==> src/design/set_assoc_cache_lru_sim_assert.svh <==
// Assertion macros used by the cache tag model RTL.
`ifndef SET_ASSOC_CACHE_LRU_SIM_ASSERT_SVH
`define SET_ASSOC_CACHE_LRU_SIM_ASSERT_SVH

// Same-cycle implication, sampled on the rising clock and idle during reset.
`define SALRU_ASSERT_NOW(label, ante, cons, msg) \
  label: assert property (@(posedge clk_i) disable iff (!rst_ni) (ante) |-> (cons)) \
    else $error(msg);

// Next-cycle implication, sampled on the rising clock and idle during reset.
`define SALRU_ASSERT_NEXT(label, ante, cons, msg) \
  label: assert property (@(posedge clk_i) disable iff (!rst_ni) (ante) |=> (cons)) \
    else $error(msg);

`endif

==> src/design/salru_ram.sv <==
// Generic single-port-write, single-port-read RAM with registered read data.
module salru_ram #(
  parameter int Width = 8,
  parameter int Depth = 16
) (
  input  logic                                    clk_i,
  input  logic                                    we_i,
  input  logic [((Depth > 1) ? $clog2(Depth) : 1)-1:0] waddr_i,
  input  logic [Width-1:0]                        wdata_i,
  input  logic                                    re_i,
  input  logic [((Depth > 1) ? $clog2(Depth) : 1)-1:0] raddr_i,
  output logic [Width-1:0]                        rdata_o
);

  logic [Width-1:0] mem_q [Depth];
  logic [Width-1:0] rdata_q;

  // Write port and registered read port.
  always_ff @(posedge clk_i) begin
    if (we_i) begin
      mem_q[waddr_i] <= wdata_i;
    end
    if (re_i) begin
      rdata_q <= mem_q[raddr_i];
    end
  end

  assign rdata_o = rdata_q;

endmodule

==> config.mk <==
export PLATFORM = sky130hd
export DESIGN_NAME = salru_ram
export DESIGN_NICKNAME = d
export VERILOG_FILES = /design/src/design/set_assoc_cache_lru_sim_assert.svh /design/src/design/salru_ram.sv
export SDC_FILE = /design/constraint.sdc
export NUM_CORES = 1
export LEC_CHECK = 0
export BUFFER_PORTS_ARGS = -buffer_cell sky130_fd_sc_hd__buf_2
export CAP_MARGIN = 0
export CORE_MARGIN = 2
export CORE_UTILIZATION = 65
export DETAILED_ROUTE_END_ITERATION = 8
export PLACE_DENSITY_LB_ADDON = 0.2
export SLEW_MARGIN = 20
export SYNTH_ARGS = -nofsm -noshare
export SYNTH_HDL_FRONTEND = slang
export SYNTH_SLANG_ARGS = --single-unit
==> constraint.sdc <==
create_clock -name clk_i -period 4 [get_ports clk_i]
set_clock_uncertainty 0.2 [all_clocks]
set_input_delay 0.8 -clock clk_i [delete_from_list [all_inputs] [get_ports clk_i]]
set_output_delay 0.8 -clock clk_i [all_outputs]
set_load 0.01 [all_outputs]
Yosys cells after proc, flatten, opt, wreduce, memory -nomap -nowiden
Memory sizes are Yosys's and may differ from the RTL's. A register that Yosys moved wholly into a read port is not among the register bits.
Cells that the tools add are included.
{"block": "op_classes", "muxes": 2}
{"cell": "$mux W1", "n": 2}
{"block": "totals", "memories": 1, "output_inout_bits": 8, "in_bits": 19, "mem_bits_rw": 128, "reg_bits": 0, "wordCells": 3}
{"memory": "mem_q", "words": 16, "word_bits": 8, "read_ports": 1, "rd_clocked_by_memory_dff": 1, "write_ports": 1, "line_no": "salru_ram.sv:15", "source": "logic [Width-1:0] mem_q [Depth];"}

Depth between registers and ports, before layout
Gate-level depths: netlist of run 1.
{"block": "logic_depth", "word_depth": 2, "depth_mapped": 5, "ltp_nobuf": 3}

Worst setup path after synthesis of run 1
No wires, ideal clock.
{"block": "synth_timing", "kind": "in2reg", "startpoint": "in waddr_i[2] in the netlist's numbering", "endpoint": "mem mem_q[0][0], enable pin", "stages": 2, "n_path_buf": 0, "arrival_time_ps": 1910, "setup_ps": 383, "required_ps": 3417, "path_slack_ps": 1507, "cell_sequence": "or3b_2 nor3_1"}
{"item": "start: declaration", "line_no": "salru_ram.sv:8", "source": "input logic [((Depth > 1) ? $clog2(Depth) : 1)-1:0] waddr_i,"}
{"item": "end: declaration", "line_no": "salru_ram.sv:15"}
No word-level cell before the write port.

==> impl_metrics.yaml, run 1 <==
timing:
  rsz0062_at_grt: "false"
  setup_viol: 0
  period_share: 0.590
  drv_slew: 0
  hold_viol_final: 0
  fin_setup_tns_ns: 0
  setup_ws_ns: 1.64
  worst_pin_slew_ns: 0.925
  period_minus_slack_ns: 2.36
  relSlewSlack: 0.381
  timing.hold.ws_ns: 0.458
  timing.fmax_ghz: 0.424
yosys:
  synth_top_cell_area_share: 0.781
  synth.largest_area_cell: "edfxtp_1"
  syn_inst: 229
  synth_edf_count: 136
  async_flop_share: 0
  ys_types: 18
  yosysWarnings: 0
  syn-cell-area_um2: 5230
  ys_ff_latch: 136
  synthTopCellsByArea: "edfxtp_1 78%, mux4_2 7.8%, mux4_1 7.0%"
  syn_area_per_cell_um2: 22.8
  synthTopCellsByCount: "136 x edfxtp_1, 18 x mux4_2, 16 x a22oi_1"
  synth_most_common_cell: "edfxtp_1"
  syn_nets: 248
  synth_flop_cell: "edfxtp_1"
  yosysSeqAreaShare: 0.781
global_route:
  grt_util_all_layers: 0.260
  grt_start_max_net_pins: 33
  grt_overflow: 0
  grt_pass1_vias: 2553
  grt_pass1_wl_um: 15300
  antenna_found_initial: 0
worst_setup_path:
  reg2reg_slack_ns: 2.24
  critical_path_peak_fanout: 32
  critPathLaunchType: "primary input"
  worstSetupPathType: "primary input to flip-flop"
  critPathArrivalTime_ns: 2.43
  endpoint_kind: "flip-flop"
  required_ns: 4.07
final_layout:
  nets: 288
  antenna_cells: 0
  fillers: 410
  drive_above_1_share: 0.291
  post-route-util: 0.770
  area_delta_synth_final_pct: 14.4
cts:
  clock-sinks: 136
  cts-root-buf: "clkbuf_8"
  cts_hold_buf: 0
  numCtsBuffers: 17
  clkTransAtPathRegs_ns: 0.06
  clk_latency_ns: 0.52
  cts_tree: "done"
  htreeDepth: 4
  post_cts_resized: 0
  postCtsSetupBuffers: 0
  ctsLongestPathBuffers: 2
routing:
  ant_nets: 0
  num_vias: 2496
  viasPerCell: 6.50
  wl_per_cell_um: 26.2
  drc_errors: 0
  drt_wl_total_um: 10100
  first_pass_iters: 5
  drt_iter0_markers: 279
job:
  max-cap-violations: 0
die:
  die_area_um2: 8780
  num_rows: 32
  chipHeight_um: 93.7
  dieWidth_um: 93.7
  core-area_um2: 7770
  pin_count: 27
  start_util: 0.673
placement:
  place_hpwl_um: 5700
  numPortBuffers: 26
  dp_worst_setup_slack_ns: 1.13
  place.gp.congestion: 0.710
power_and_ir_drop:
  power.leakage_nw: 1.99
  power_density_nw_per_um2: 528
  ir_worst_vdd_mv: 0.337
min_path:
  hp-class: "primary input to flip-flop"
status:
  status: "finished clean"
==> path summary, 6_finish.rpt <==
kind                 from  cells after the start           end
min            wdata_i[7]                      1  mem_q[11][7]
min reg2reg  mem_q[14][0]                      3    rdata_o[0]
max            raddr_i[0]                      5    rdata_o[0]
max reg2reg   mem_q[1][2]                      3    rdata_o[2]
==> cells by family after synthesis <==
group,Yosys count,share of synthesized area
buffers and inverters,10,0.0165
flip-flops,136,0.781
multiplexers,32,0.148
AO/OA/AOI/OAI,16,0.0230
AND/OR/NAND/NOR,35,0.0314
==> where the power goes <==
part | switching (mW) | internal, mW
Clock | 0.580 | 0.822
Sequential | 0.0102 | 1.61
Combinational | 0.0836 | 0.0565
==> worst max-delay path, stage by stage <==
cell     delay [ns]
buf_2          0.08
buf_4          0.49
mux4_1         0.64
a22oi_1        0.29
nand2_1        0.10
==> cell type report <==
class	instances	area, um^2	share of cell area
tap	102	128	0.0213
timing repair buffer	31	168	0.0280
clock buffer	17	414	0.0692
sequential	136	4080	0.683
multi-input combinational	83	1060	0.177
clock inverter	15	131	0.0220
==> state kept, by name, indices dropped and copies added (netlist names) <==
signal / cells
mem_q: 128
rdata_o: 8
==> layout by cell type (no fill, tap or decap), drive strengths merged <==
cell,Yosys,final
a22oi,16,16
and2,1,1
and2b,1,1
buf,7,31
bufinv,0,1
clkbuf,0,17
clkinv,0,8
clkinvlp,0,5
edfxtp,136,136
inv,0,1
mux4,32,32
nand2,9,9
nand2b,2,2
nand3,1,1
nand3b,2,2
nor2,13,13
nor2b,1,1
nor3,4,4
or3b,1,1
==> metrics by stage <==
step / total power [mW] / cells / instance area (um^2)
6_report: 3.16 / 384 / 5980
5_1_grt: 3.25 / 384 / 5980
4_1_cts: 3.18 / 384 / 5980
3_5_place_dp: 1.78 / 352 / 5440
3_3_place_gp: 1.78 / 352 / 5440
2_1_floorplan: 1.73 / 229 / 5230
==> metal layers <==
layer,vias to the layer above,share of wire,GRT usage
met5,-,0,0
met4,0,0.017,0.0966
li1,1070,-,-
met3,20,0.081,0.0835
met2,121,0.50,0.385
met1,1285,0.40,0.374
(Power assumes the default switching activity.)
==> inputs of run 2 (changes only) <==
ABC_AREA = 1   (was default)
CORE_UTILIZATION = 61   (was 65)
clock period = 2.2 ns   (was 4 ns; I/O delays follow)
==> impl_metrics.yaml, run 2 <==
status:
  status: "finished clean"
timing:
  period_share: 0.782
  worst_pin_slew_ns: 0.615
  period_minus_slack_ns: 1.72
  relSlewSlack: 0.590
  drv_slew: 0
  setup_viol: 0
  timing.hold.ws_ns: 0.0817
  timing.fmax_ghz: 0.581
  hold_viol_final: 0
  fin_setup_tns_ns: 0
  rsz0062_at_grt: "false"
yosys:
  synthTopCellsByArea: "edfxtp_1 70%, nand2_1 11%, nand3_1 8.3%"
  synth_edf_count: 136
  yosysWarnings: 0
  ys_types: 11
  ys_ff_latch: 136
  syn_inst: 551
  synth_top_cell_area_share: 0.698
  syn_nets: 570
  synth_most_common_cell: "nand2_1"
  async_flop_share: 0
  synth_flop_cell: "edfxtp_1"
  synth.largest_area_cell: "edfxtp_1"
  syn-cell-area_um2: 5850
  syn_area_per_cell_um2: 10.6
  yosysSeqAreaShare: 0.698
  synthTopCellsByCount: "173 x nand2_1, 136 x edfxtp_1, 100 x inv_1"
routing:
  first_pass_iters: 5
  ant_nets: 0
  drt_iter0_markers: 348
  drc_errors: 0
  num_vias: 3973
  viasPerCell: 5.40
  drt_wl_total_um: 12900
  wl_per_cell_um: 17.5
final_layout:
  seq_area_um2: 4080
  fillers: 613
  multi_input_area_um2: 1210
  largest_reg_flops: 128
  top_register: "mem_q"
  mostFrequentLayoutCells: "173 x nand2_1, 136 x edfxtp_1, 100 x inv_1, 97 x nand3_1, 26 x buf_2"
  area_delta_synth_final_pct: 15.8
  drive_above_1_share: 0.127
  nets: 613
  layout_commonest_cell: "nand2_1"
  antenna_cells: 0
die:
  pin_count: 27
  dieWidth_um: 102
  chipHeight_um: 102
  die_area_um2: 10400
  num_rows: 35
  start_util: 0.630
  core-area_um2: 9280
worst_setup_path:
  worstReg2RegEnd: "rdata_o[7]"
  required_ns: 1.56
  crit_end: "rdata_o[0]"
  reg2reg_slack_ns: 0.79
  reg2regPathDepth: 6
  crit_start: "rdata_o[0]"
  reg2reg_from: "mem_q[1][7]"
  critPathLaunchType: "flip-flop"
  cp_top_family: "flip-flops"
  crit_cells: 1
  worstSetupPathType: "flip-flop to primary output"
  cp_slowest_stage_delay_ns: 0.40
  endpoint_kind: "primary output"
  critPathArrivalTime_ns: 1.08
  cp_cell_sequence: "buf_2"
  critical_path_peak_fanout: 1
  crit_buf_inv: 1
  cpMaxStageDelayCell: "edfxtp_1"
global_route:
  grt_pass1_vias: 3772
  grt_pass1_wl_um: 19800
  grt_start_max_net_pins: 37
  grt_util_all_layers: 0.267
  grt_overflow: 0
  antenna_found_initial: 0
placement:
  numPortBuffers: 26
  place_hpwl_um: 7690
  place.gp.congestion: 0.901
cts:
  clock-sinks: 136
  numCtsBuffers: 17
  clk_latency_ns: 0.52
  cts-root-buf: "clkbuf_8"
  postCtsSetupBuffers: 0
  cts_hold_buf: 0
  ctsLongestPathBuffers: 2
  cts_tree: "done"
  clkTransAtPathRegs_ns: 0.06
  post_cts_resized: 0
  htreeDepth: 4
power_and_ir_drop:
  power_density_nw_per_um2: 924
  ir_worst_vdd_mv: 0.728
  power.leakage_nw: 2.95
job:
  max-cap-violations: 0
min_path:
  min-delay-start: "re_i"
  hp-class: "primary input to flip-flop"
-- run 2: how the worst min path moves through the flow --
stage                             end  slack, ns  cells after the start
after floorplan           mem_q[0][0]       0.34                      0
after global placement     rdata_o[3]       0.51                      6
after detailed placement   rdata_o[3]       0.54                      6
after CTS                  rdata_o[3]       0.07                      1
after global routing       rdata_o[6]       0.07                      1
final                      rdata_o[3]       0.08                      1
-- run 2: worst reg2reg max path: cells and delay by family (launching register included) --
family	cells	cell delay, ns
flip-flops	1	0.36
AND/OR/NAND/NOR	5	0.54
buffers and inverters	1	0.06
-- run 2: metal layers --
layer	routed length, um	vias to the layer above	track usage	share of wire
met5	0	-	0	0
met4	427	0	0.115	0.033
met3	1090	40	0.0711	0.085
met2	6220	199	0.425	0.48
met1	5130	1869	0.353	0.40
li1	-	1865	-	-
-- run 2: kinds of logic (layout without fill, tap and decap cells) --
| kind of cell | count (synthesis) | count (layout) | share of synthesized area |
|---|---|---|---|
| buffers and inverters | 126 | 182 | 0.0939 |
| AND/OR/NAND/NOR | 289 | 289 | 0.208 |
| flip-flops | 136 | 136 | 0.698 |
-- run 2: power by group --
part | switching, mW | internal (mW)
registers | 0.0168 | 2.92
logic | 0.252 | 0.102
clock network | 1.03 | 1.94
total | 1.30 | 4.96
-- run 2: metrics by stage --
stage	cells	area [um^2]	utilization	power [mW]	setup WS (ns)
floorplan	551	5850	-	3.20	0.609
global placement	704	6150	0.662	3.33	0.297
detailed placement	704	6150	0.662	3.34	0.252
CTS	736	6770	0.729	6.27	0.470
global route	736	6770	0.729	6.44	0.456
finish	736	6770	0.729	6.26	0.479
-- run 2: cell type report --
cell class,instances,share of cell area
Clock inverter,15,0.0305
Timing Repair Buffer,48,0.0455
Sequential cell,136,0.603
Clock buffer,17,0.0612
Inverter,102,0.0566
Multi-Input combinational cell,289,0.179
Tap cell,129,0.0238
